### src/rtl/core/gnd_pkg.sv
`timescale 1ns / 1ps
package gnd_pkg;

  localparam int GND_MAX_WIDTH = 2048;

  localparam int PIX_W      = 8;
  localparam int GRAY_W     = 8;
  localparam int DIM_W      = 12;
  localparam int WVAL_W     = 14;
  localparam int OCOL_W     = 11;
  localparam int THR_W      = 8;
  localparam int CFG_DATA_W = 12;
  localparam int CFG_IDX_W  = 2;
  localparam int PROD_W     = 24;
  localparam int WIN_SIZE   = 9;
  localparam int CENTER     = 4;

  localparam int QUEUE_DEPTH = 4;
  localparam int PTR_W       = $clog2(QUEUE_DEPTH);
  localparam int LEVEL_W     = $clog2(QUEUE_DEPTH + 1);

  localparam logic [15:0] WEIGHT_RED   = 16'd19661;
  localparam logic [15:0] WEIGHT_GREEN = 16'd38666;
  localparam logic [15:0] WEIGHT_BLUE  = 16'd7209;

  localparam logic [CFG_IDX_W-1:0] CFG_THRESHOLD    = 2'd0;
  localparam logic [CFG_IDX_W-1:0] CFG_IMAGE_WIDTH  = 2'd1;
  localparam logic [CFG_IDX_W-1:0] CFG_IMAGE_HEIGHT = 2'd2;

  localparam logic [THR_W-1:0] THRESHOLD_RESET = 8'd16;
  localparam logic [DIM_W-1:0] WIDTH_RESET     = 12'd640;
  localparam logic [DIM_W-1:0] HEIGHT_RESET    = 12'd480;

  typedef logic [GRAY_W-1:0] gray_t;

  typedef struct packed {
    logic [DIM_W-1:0] image_width;
    logic [DIM_W-1:0] image_height;
  } dims_t;

  typedef struct packed {
    gray_t [WIN_SIZE-1:0] win;
    logic [DIM_W-1:0]     row;
    logic [OCOL_W-1:0]    col;
    logic                 last;
  } item_t;

endpackage

### src/rtl/core/gnd_queue.sv
`timescale 1ns / 1ps
module gnd_queue (
  input  logic                        clk,
  input  logic                        rst,
  input  logic                        push,
  input  gnd_pkg::item_t              push_item,
  input  logic                        pop,
  output logic                        head_valid,
  output gnd_pkg::item_t              head,
  output logic [gnd_pkg::LEVEL_W-1:0] level
);
  import gnd_pkg::*;

  item_t            entries [QUEUE_DEPTH];
  logic [PTR_W-1:0] wr_ptr;
  logic [PTR_W-1:0] rd_ptr;

  always_ff @(posedge clk) begin
    if (rst) begin
      wr_ptr <= '0;
      rd_ptr <= '0;
      level  <= '0;
    end else begin
      if (push) begin
        wr_ptr <= (wr_ptr == PTR_W'(QUEUE_DEPTH - 1)) ? '0 : wr_ptr + PTR_W'(1);
      end
      if (pop) begin
        rd_ptr <= (rd_ptr == PTR_W'(QUEUE_DEPTH - 1)) ? '0 : rd_ptr + PTR_W'(1);
      end
      if (push && !pop) begin
        level <= level + LEVEL_W'(1);
      end else if (pop && !push) begin
        level <= level - LEVEL_W'(1);
      end
    end
  end

  always_ff @(posedge clk) begin
    if (push) begin
      entries[wr_ptr] <= push_item;
    end
  end

  assign head_valid = (level != '0);
  assign head       = entries[rd_ptr];

endmodule

### config.mk
export PLATFORM = sky130hd
export DESIGN_NAME = gnd_queue
export DESIGN_NICKNAME = d
export VERILOG_FILES = /design/src/rtl/core/gnd_pkg.sv /design/src/rtl/core/gnd_queue.sv
export SDC_FILE = /design/constraint.sdc
export NUM_CORES = 1
export LEC_CHECK = 0
export BUFFER_PORTS_ARGS = -buffer_cell sky130_fd_sc_hd__buf_2
export CAP_MARGIN = 20
export CORE_AREA = 2 2 247 152
export CTS_CLUSTER_SIZE = 16
export DETAILED_ROUTE_END_ITERATION = 7
export DIE_AREA = 0 0 249 154
export SETUP_SLACK_MARGIN = 0.02
export SYNTH_ARGS = -nofsm -noshare
export SYNTH_HDL_FRONTEND = slang
export SYNTH_SLANG_ARGS = --single-unit
### constraint.sdc
create_clock -name clk -period 5 [get_ports clk]
set_clock_uncertainty 0.15 [all_clocks]
set_input_delay 1 -clock clk [delete_from_list [all_inputs] [get_ports clk]]
set_output_delay 1 -clock clk [all_outputs]
set_load 0.01 [all_outputs]
Word level (Yosys, flattened, before mapping)
Memories as Yosys holds them, arrays and structs flattened. A register that Yosys moved wholly into a read port is not among the register bits.
Cells that the tools add are included.
{"block": "classes", "addsub": 4, "reduce_logical": 6, "mux": 8, "eq_ne": 2}
{"op": "$mux 2", "n": 4}
{"op": "$mux 3", "n": 2}
{"op": "$add 2x1->2 const B", "n": 2}
{"op": "$eq 2x2->1 const B", "n": 2}
{"op": "$add 3x1->3 const B", "n": 1}
{"op": "$reduce_bool 3->1", "n": 1}
{"op": "$sub 3x1->3 const B", "n": 1}
{"op": "$logic_and 1x1->1", "n": 2}
{"op": "$logic_not 1->1", "n": 2}
{"op": "$mux 1", "n": 2}
{"op": "$reduce_bool 2->1", "n": 1}
{"block": "word_totals", "register_bits": 7, "ram_bits": 384, "inputBits": 100, "n_memories": 1}
{"memory": "entries", "depth": 4, "word_bits": 96, "read_ports": 1, "rd_clocked_by_memory_dff": 1, "wr": 1, "line": "gnd_queue.sv:14", "rtl": "item_t entries [QUEUE_DEPTH];"}

Longest topological paths before layout
{"block": "logic_depth", "ltp_word": 4, "ltp_mapped": 7, "mapped_depth_nobuf": 7}

Worst setup path after synthesis
Ideal clock, no wire load.
{"block": "synth_path", "kind": "input port to flip-flop", "from": "input port push", "to": "memory entries[0][0] in the netlist's numbering, enable pin", "arrival_time_ns": 3.220, "setup_time_ns": 0.465, "path_buffers": 0, "setup_slack_ns": 1.165, "t_required_ns": 4.385, "stages": 1, "path_cell_list": "and2_1"}
{"block": "synth_via", "elab_chain_cells": 2}
{"element": "start, declared", "line": "gnd_queue.sv:5", "rtl": "input logic push,"}
{"element": "$mux 1", "line": "gnd_queue.sv:39", "rtl": "if (push) begin"}
{"element": "$mux 1 (not written as such)", "line": "gnd_queue.sv:40", "rtl": "entries[wr_ptr] <= push_item;"}
{"element": "end, declared", "line": "gnd_queue.sv:14"}
Every way passes these cells.

==> run_results.csv <==
group,metric,value,unit
placement,place_congestion,0.688,
global_routing,antenna_found_initial,7,
route,vias,6308,
die,start_util,39.8,%
clock_network,cts_hold_buf,0,
power,p_leak,5.70,nW
die,die_area,38300,sq um
route,via_per_inst,4.95,
worst_setup_path,critical_path_class,"flip-flop to output pin",
sta,hold_ws,0.359,ns
clock_network,clk_pin_slew,0.06,ns
sta,rsz0062_at_grt,"false",
route,wl,27.2,mm
power,powerDensity,419,nW/um^2
sta,fmax,0.273,GHz
clock_network,clockBufferDepth,3,
layout,final_layout_size_suffix_gt1_share,45.5,%
layout,area_growth,19.5,%
sta,worst_pin_slew,1.01,ns
clock_network,clock_latency,0.52,ns
die,floorplan.io_pins,200,
route,ant_nets,0,
worst_setup_path,crit_buf_inv,2,
worst_setup_path,cp_cell_sequence,"buf_4, mux4_2, buf_2",
yosys,synth_nets,653,
worst_setup_path,rrSetupSlack,2.78,ns
layout,layout_common_cells,"edfxtp_1 (384), buf_2 (199), mux4_2 (96)",
die,die_y,154,um
worst_setup_path,cpPeakStageDelay,0.67,ns
clock_network,postCtsSetupBuffers,0,
global_routing,grt_use_total,14.3,%
placement,hpwl,16.1,mm
worst_setup_path,cp_data_arrival_time,2.52,ns
global_routing,grt_pass1_vias,6464,
yosys,ys_warn_count,0,
sta,final-hold-violation-count,0,
yosys,netlist_area,14300,sq um
placement,dp_slack,1.79,ns
worst_hold_path,min_path_type,"flip-flop to flip-flop",
clock_network,cts_sinks,393,
sta,slew-limit-headroom,32.7,%
route,drc,0,
die,rows,54,
global_routing,grt_pass1_wl,41.3,mm
sta,finalSetupViolations,0,
global_routing,grt_overflow,0,
clock_network,htree_levels,2,
worst_setup_path,worstSetupStartpointType,"flip-flop",
route,wl_per_cell,21.4,um
yosys,syn_inst,546,
worst_setup_path,critPathMaxFanout,26,
yosys,syn_avg_cell_area,26.2,sq um
placement,port_buffers,199,
layout,fin_util,47.6,%
route,drt_iter0_markers,402,
layout,final_nets,876,
layout,fill_cells,2964,
die,core,35900,sq um
route,drt_pre_antenna_iters,4,
clock_network,cts_tree,"done",
clock_network,postCtsResizedCells,0,
sta,timing.setup.tns,0,ns
yosys,ys_seq_area_share,82.0,%
worst_setup_path,cp.required,3.85,ns
power,peakVddDrop,0.000294,V
run_status,status,"complete, no violations",
sta,fin_ws,1.33,ns
worst_setup_path,crit_slowest_cell,"dfxtp_4",
clock_network,cts_buffers,37,
run,maxCapViolations,0,
die,dieWidth,249,um
layout,final_common_cell,"edfxtp_1",
worst_setup_path,critical-path-top-delay-family,"buffers and inverters",
global_routing,grt_max_degree,62,
power,report.power.total,0.00716,W
sta,fin_crit_sh,73.3,%
worst_setup_path,end_kind,"output pin",
sta,drv_slew,0,
clock_network,ctsRootBufferMaster,"clkbuf_16",
yosys,synth_seq_cells,393,
sta,min_period,3.67,ns
yosys,synth.distinct_cells,18,
-- metal layers --
layer  share of wire (%)  global-route usage [%]  routed length [um]
met5                   0                       0                   0
met3                 6.9                    4.22                1870
met1                  44                    20.0               12000
met4                 2.0                    3.46                 535
met2                  47                    22.1               12800
-- through the flow --
step                cells  instance area, sq um
floorplan             546                 14300
global placement     1206                 15900
detailed placement   1206                 15900
CTS                  1272                 17100
global route         1272                 17100
finish               1275                 17100
-- cell usage after synthesis --
| cell | instances | area share (%) |
|---|---|---|
| mux4_2 | 96 | 15 |
| buf_12 | 1 | 0.14 |
| edfxtp_1 | 384 | 81 |
| and2_1 | 4 | 0.18 |
| fa_1 | 1 | 0.14 |
| inv_1 | 5 | 0.13 |
| xor2_1 | 2 | 0.12 |
| o21ai_0 | 1 | 0.035 |
| clkbuf_1 | 5 | 0.13 |
| dfxtp_1 | 9 | 1.3 |
| mux2i_1 | 3 | 0.21 |
| nor2_1 | 6 | 0.16 |
| buf_2 | 11 | 0.39 |
| ha_1 | 6 | 0.53 |
| buf_6 | 5 | 0.39 |
| a21oi_1 | 3 | 0.11 |
| nor3b_1 | 2 | 0.11 |
| or3_1 | 2 | 0.088 |
-- power breakdown --
group	internal (W)	switching (W)	total (W)	leakage (nW)
Sequential	0.00376	0.0000531	0.00381	3.60
Clock	0.00160	0.00117	0.00278	0.588
Combinational	0.000266	0.000304	0.000570	1.51
Total	0.00563	0.00153	0.00716	5.70
-- state kept, by name, summed over array words and instances, names as in the netlist, named ones only --
name,count
level,3
rd_ptr,2
wr_ptr,2
entries,384
-- cells by family after synthesis --
family / Yosys count / synth area share, %
AO/OA/AOI/OAI: 4 / 0.140
XOR/XNOR: 2 / 0.123
adder cells (fa/ha/maj): 7 / 0.666
buffers and inverters: 27 / 1.18
flip-flops: 393 / 82.0
multiplexers: 99 / 15.4
AND/OR/NAND/NOR: 14 / 0.526
-- worst min-delay path, delay by kind of cell, from the launching register on --
family	cells	cell delay [ns]
flip-flops	1	0.33
AO/OA/AOI/OAI	2	0.13
-- path summary, 6_finish.rpt --
kind                               start                  endpoint  cells past startpoint
hold / removal     level[2]$_SDFFE_PP0P_     level[2]$_SDFFE_PP0P_                      2
setup reg to reg  wr_ptr[0]$_SDFFE_PP0P_  entries[0][71]$_DFFE_PP_                      4
hold reg to reg    level[2]$_SDFFE_PP0P_     level[2]$_SDFFE_PP0P_                      2
setup / recovery               flip-flop                  head[52]                      3
-- final cells by class --
type	count	area [sq um]	area share, %
Sequential cell	393	11700	68.7
Multi-Input combinational cell	126	2410	14.1
Timing Repair Buffer	206	1120	6.59
Clock buffer	46	980	5.74
Tap cell	476	596	3.49
Clock inverter	20	209	1.22
Inverter	5	18.8	0.110
Antenna cell	3	7.51	0.0440
(Power assumes the default switching activity.)
