**config.mk**
```make
export PLATFORM = sky130hd
export DESIGN_NAME = gnd_back
export DESIGN_NICKNAME = d
export VERILOG_FILES = /design/src/rtl/core/gnd_pkg.sv /design/src/rtl/core/gnd_back.sv
export SDC_FILE = /design/constraint.sdc
export NUM_CORES = 1
export LEC_CHECK = 0
export BUFFER_PORTS_ARGS = -buffer_cell sky130_fd_sc_hd__buf_2
export CAP_MARGIN = 20
export CORE_MARGIN = 2
export CORE_UTILIZATION = 35
export DETAILED_ROUTE_END_ITERATION = 7
export GPL_ROUTABILITY_DRIVEN = 0
export PLACE_DENSITY = 0.54
export SYNTH_ARGS = -nofsm -noshare
export SYNTH_HDL_FRONTEND = slang
export SYNTH_SLANG_ARGS = --single-unit
```
**constraint.sdc**
```tcl
create_clock -name clk -period 5.1 [get_ports clk]
set_clock_uncertainty 0.15 [all_clocks]
set_input_delay 0.765 -clock clk [delete_from_list [all_inputs] [get_ports clk]]
set_output_delay 0.765 -clock clk [all_outputs]
set_load 0.05 [all_outputs]
```
**src/rtl/core/gnd_pkg.sv**
```systemverilog
`timescale 1ns / 1ps
package gnd_pkg;

  localparam int GND_MAX_WIDTH = 2048;

  localparam int PIX_W      = 8;
  localparam int GRAY_W     = 8;
  localparam int DIM_W      = 12;
  localparam int WVAL_W     = 14;
  localparam int OCOL_W     = 11;
  localparam int THR_W      = 8;
  localparam int CFG_DATA_W = 12;
  localparam int CFG_IDX_W  = 2;
  localparam int PROD_W     = 24;
  localparam int WIN_SIZE   = 9;
  localparam int CENTER     = 4;

  localparam int QUEUE_DEPTH = 4;
  localparam int PTR_W       = $clog2(QUEUE_DEPTH);
  localparam int LEVEL_W     = $clog2(QUEUE_DEPTH + 1);

  localparam logic [15:0] WEIGHT_RED   = 16'd19661;
  localparam logic [15:0] WEIGHT_GREEN = 16'd38666;
  localparam logic [15:0] WEIGHT_BLUE  = 16'd7209;

  localparam logic [CFG_IDX_W-1:0] CFG_THRESHOLD    = 2'd0;
  localparam logic [CFG_IDX_W-1:0] CFG_IMAGE_WIDTH  = 2'd1;
  localparam logic [CFG_IDX_W-1:0] CFG_IMAGE_HEIGHT = 2'd2;

  localparam logic [THR_W-1:0] THRESHOLD_RESET = 8'd16;
  localparam logic [DIM_W-1:0] WIDTH_RESET     = 12'd640;
  localparam logic [DIM_W-1:0] HEIGHT_RESET    = 12'd480;

  typedef logic [GRAY_W-1:0] gray_t;

  typedef struct packed {
    logic [DIM_W-1:0] image_width;
    logic [DIM_W-1:0] image_height;
  } dims_t;

  typedef struct packed {
    gray_t [WIN_SIZE-1:0] win;
    logic [DIM_W-1:0]     row;
    logic [OCOL_W-1:0]    col;
    logic                 last;
  } item_t;

endpackage

```
**src/rtl/core/gnd_back.sv**
```systemverilog
`timescale 1ns / 1ps
module gnd_back (
  input  logic                       clk,
  input  logic                       rst,
  input  logic [gnd_pkg::THR_W-1:0]  threshold,
  input  logic                       head_valid,
  input  gnd_pkg::item_t             head,
  output logic                       pop,
  output logic                       out_valid,
  input  logic                       out_ready,
  output logic                       edge_flag,
  output logic [gnd_pkg::DIM_W-1:0]  out_row,
  output logic [gnd_pkg::OCOL_W-1:0] out_col,
  output logic                       last_result
);
  import gnd_pkg::*;

  gray_t center;
  gray_t diff;
  logic  edge_found;

  always_comb begin
    center     = head.win[CENTER];
    edge_found = 1'b0;
    diff       = '0;
    for (int k = 0; k < WIN_SIZE; k++) begin
      diff = (head.win[k] > center) ? head.win[k] - center : center - head.win[k];
      if ((k != CENTER) && (diff > threshold)) begin
        edge_found = 1'b1;
      end
    end
  end

  assign pop = head_valid && (!out_valid || out_ready);

  always_ff @(posedge clk) begin
    if (rst) begin
      out_valid <= 1'b0;
    end else if (pop) begin
      out_valid <= 1'b1;
    end else if (out_ready) begin
      out_valid <= 1'b0;
    end
  end

  always_ff @(posedge clk) begin
    if (pop) begin
      edge_flag   <= edge_found;
      out_row     <= head.row;
      out_col     <= head.col;
      last_result <= head.last;
    end
  end

endmodule

```
## Yosys cells after proc, flatten, opt, wreduce, memory -nomap -nowiden

Cells that the tools add are included.

| storage, ports and cells | value |
|---|---|
| bits in registers | 26 |
| logic and storage cells | 53 |
| output and inout bits | 27 |
| input port bits | 108 |

| operators by class | value |
|---|---|
| add/sub/neg operators | 16 |
| multiplexer cells | 11 |
| reductions and logical operators | 5 |
| $lt $le $gt $ge | 16 |

Operators with widths:

| kind | count |
|---|---|
| $gt 8x8->1 | 16 |
| $sub 8x8->8 | 16 |
| $mux 8 | 8 |
| $reduce_or 7->1 | 1 |
| $mux 1 | 3 |
| $reduce_bool 2->1 | 1 |
| $logic_and 1x1->1 | 1 |
| $logic_not 1->1 | 1 |
| $logic_or 1x1->1 | 1 |

## Depth between registers and ports, before layout

| depth | value |
|---|---|
| depth in word-level cells | 4 |
| gate-level depth with buffers | 20 |
| mapped depth without buffers | 19 |

## Worst setup path before layout

OpenSTA, ideal clock, no wires.

| timing | value |
|---|---|
| path kind | input -> output |
| start | input port out_ready |
| end | output port pop |
| path slack | 0.463 ns |
| stages on the path | 2 |
| required time | 4.185 ns |
| arrival time | 3.722 ns |
| buffers on the path | 0 |
| cell sequence | inv_1 a21boi_0 |

| on the way | value |
|---|---|
| cells in the longest elaborated chain, start to end | 2 |

RTL lines:

| item | line | source |
|---|---|---|
| start: declaration | gnd_back.sv:10 | `input logic out_ready,` |
| $logic_or 1x1->1 | gnd_back.sv:34 | `assign pop = head_valid && (!out_valid \|\| out_ready);` |
| $logic_and 1x1->1 | gnd_back.sv:34 |  |
| end: declaration | gnd_back.sv:8 | `output logic pop,` |

Every way passes these cells.

## Worst setup path in the final report

| timing | value |
|---|---|
| start | input port head[61] (netlist name) |
| end | register edge_flag, data pin |

| on the way | value |
|---|---|
| cells in the longest elaborated chain, start to end | 4 |
| elaborated cells between the ends (all ways) | 42 |
| those cells by class | 16 x add/sub; 16 x order compare; 9 x mux; 1 x reduce/logical |

RTL lines:

| item | line | source |
|---|---|---|
| start: declaration | gnd_back.sv:7 | `input gnd_pkg::item_t head,` |
| $sub 8x8->8 or $gt 8x8->1 (tied branches) | gnd_back.sv:27 | `diff = (head.win[k] > center) ? head.win[k] - center : center - head.win[k];` |
| $mux 8 | gnd_back.sv:27 |  |
| $gt 8x8->1 | gnd_back.sv:28 | `if ((k != CENTER) && (diff > threshold)) begin` |
| $reduce_or 7->1 (no line) or $mux 1 (tied branches) | - |  |
| end signal: assignment | gnd_back.sv:48 | `edge_flag <= edge_found;` |
| end: declaration | gnd_back.sv:11 | `output logic edge_flag,` |

Several ways; a longest one is shown, not always the timed one.
A chain may end at the register's enable or synchronous reset.

==> flow_summary.yaml <==
run_status:
  outcome: "complete, no violations"
setup_path:
  critPathMaxFanout: 9
  cp.required_ps: 4950
  cp-end-kind: "flip-flop"
  cp-start-kind: "input port"
  worstPathArrival_ps: 4530
  crit_type: "input port to flip-flop"
layout:
  nFillCells: 2080
  syn2layout_area_growth_pct: 15.9
  final_cells: 1207
  nNetsFinal: 1251
  drive_gt1_share_pct: 19.4
  n_antenna_cell: 0
logic_synthesis:
  yosysMostFrequentCell: "ha_1"
  synthesis.area_um2: 7030
  synth-edff-count: 25
  synth.distinct_cells: 49
  synth-seq-area-share_pct: 11.0
  syn_nets: 1109
  async_flop_share_pct: 0
  synth_common_cells: "ha_1, inv_1, a21oi_1, a21o_1"
  ys_seq_elements: 26
  avgSynthCellArea_um2: 8.78
  ys.flop_type: "edfxtp_1"
  synth_area_leaders: "ha_1, edfxtp_1, a21oi_1"
  syn-instance-count: 801
  synth_top_area_share_pct: 32.8
  synth_top_area_cell: "ha_1"
  yosysWarnings: 0
cts:
  postCtsSetupBuffers: 0
  insertion_delay_ps: 260
  htree_levels: 1
  cts_hold_buffers: 0
  cts.root.buffer_cell: "clkbuf_16"
  clk_path_buf_depth: 2
  clkSlewWorstSetupHoldPaths_ps: 70
  ctsResizeCount: 0
  clkSinkCount: 26
  cts_tree: "done"
  cts-buffers-inserted: 3
detailed_routing:
  drtIter0Drc: 294
  vias: 6158
  ant_nets: 0
  via_per_inst: 5.10
  first_pass_iters: 6
  wl_mm: 20.6
  drc_errors: 0
  routedWlPerCell_um: 17.1
floorplanning:
  start_util_pct: 35.9
  core_area_um2: 19600
  die_y_um: 146
  io_pins: 135
  dieArea_um2: 21200
  die_x_um: 146
  rows: 51
power:
  ir_worst_vdd_uv: 136
  p_per_area_nw_per_um2: 183
  cellLeakagePower_nw: 4.24
place:
  hpwl_mm: 16.6
  port-buffer-count: 134
  dp_cells: 1203
global_route:
  grt_pass1_wl_mm: 32.9
  grt_overflow: 0
  grt_max_degree: 27
  grt_pass1_vias: 6240
  antenna_found_initial: 0
  grt_usage_pct: 19.4
timing:
  drv_slew: 0
  setup_viol: 0
  fin_crit_sh_pct: 91.6
  fmax_mhz: 214
  hold_viol_final: 0
  fin_setup_tns_ps: 0
  relSlewSlack_pct: 60.1
  period_minus_slack_ps: 4670
  worst_slew_pin_slew_ps: 597
  rsz0062_at_grt: "no"
run:
  drv_cap: 0
min_path:
  hold_class: "flip-flop to flip-flop"
## placed cells by master (no fill, tap or decap), types with 14 or more instances in the layout
| master | count |
|---|---|
| buf_2 | 134 |
| nand4_1 | 29 |
| nand2_1 | 16 |
| xor2_1 | 17 |
| mux2i_1 | 33 |
| xnor2_1 | 31 |
| fa_1 | 16 |
| a21o_1 | 44 |
| inv_1 | 109 |
| a21oi_1 | 94 |
| edfxtp_1 | 25 |
| ha_1 | 184 |
| nor2b_1 | 23 |
| o21bai_1 | 20 |
| o21ai_0 | 33 |
| mux2_2 | 14 |
## path summary, 6_finish.rpt
check                               from                       to  slack [ps]  depth (start not counted)
setup / recovery                head[61]  edge_flag$_SDFFCE_PP1P_         430                         17
hold / removal    out_valid$_SDFFE_PP0P_   out_valid$_SDFFE_PP0P_         380                          2
setup reg to reg  out_valid$_SDFFE_PP0P_     out_col[8]$_DFFE_PP_        3820                          2
hold reg to reg   out_valid$_SDFFE_PP0P_   out_valid$_SDFFE_PP0P_         380                          2
## state kept, by name (all words and copies together) (netlist names)
register and flops:
out_row 12, out_valid 1, last_result 1, out_col 11, edge_flag 1
## cells by family after synthesis
family	count (synthesis)	synth area share (%)
adders and majority gates	200	37.3
xor gates and xnor gates	48	5.98
buffers and inverters	119	6.69
muxes	49	7.37
DFF	26	11.0
AOI/OAI and AO/OA	245	22.6
and+or+nand+nor	114	9.10
## critical path, cell delays in order
cell     delay [ps]
buf_2           300
inv_1           380
ha_1            540
a21oi_1         110
nor2b_1         100
o21ai_0          80
o21ai_0          80
o22a_1          430
mux2_2          400
ha_1            280
nor2b_1         140
o21a_1          160
o21ai_0         170
a21oi_1          90
o22ai_1         150
and4_1          250
nand4_1          90
## per-stage QoR
step	setup slack (ps)	area (µm²)	hold WS [ps]	util (%)	power, mW
final	428	8150	385	41.6	1.50
after global routing	211	8150	417	41.6	1.65
after CTS	461	8150	387	41.6	1.50
after detailed placement	177	8070	371	41.2	1.32
after global placement	222	8070	364	41.2	1.32
after floorplan	463	7030	588	-	1.05
## area by class of cell
type	count	area, µm²	share of cell area, %
clock buffer	3	75.1	0.921
tap	265	332	4.07
inverter	109	409	5.02
sequential	26	771	9.46
multi-input combinational	656	5790	71.1
clock inverter	1	3.75	0.0461
timing repair buffer	147	768	9.43
## layer usage
layer / track usage, % / vias to the layer above / wire [µm]
li1: - / 3170 / -
met1: 26.7 / 2860 / 9650
met2: 34.1 / 113 / 10000
met3: 1.10 / 15 / 693
met4: 2.99 / 0 / 280
met5: 0 / - / 0
## power breakdown
group	internal [mW]	total [mW]	switching, mW
Sequential	0.249	0.252	0.00283
Combinational	0.472	1.07	0.597
Clock	0.105	0.174	0.0693
(Power assumes the default switching activity.)
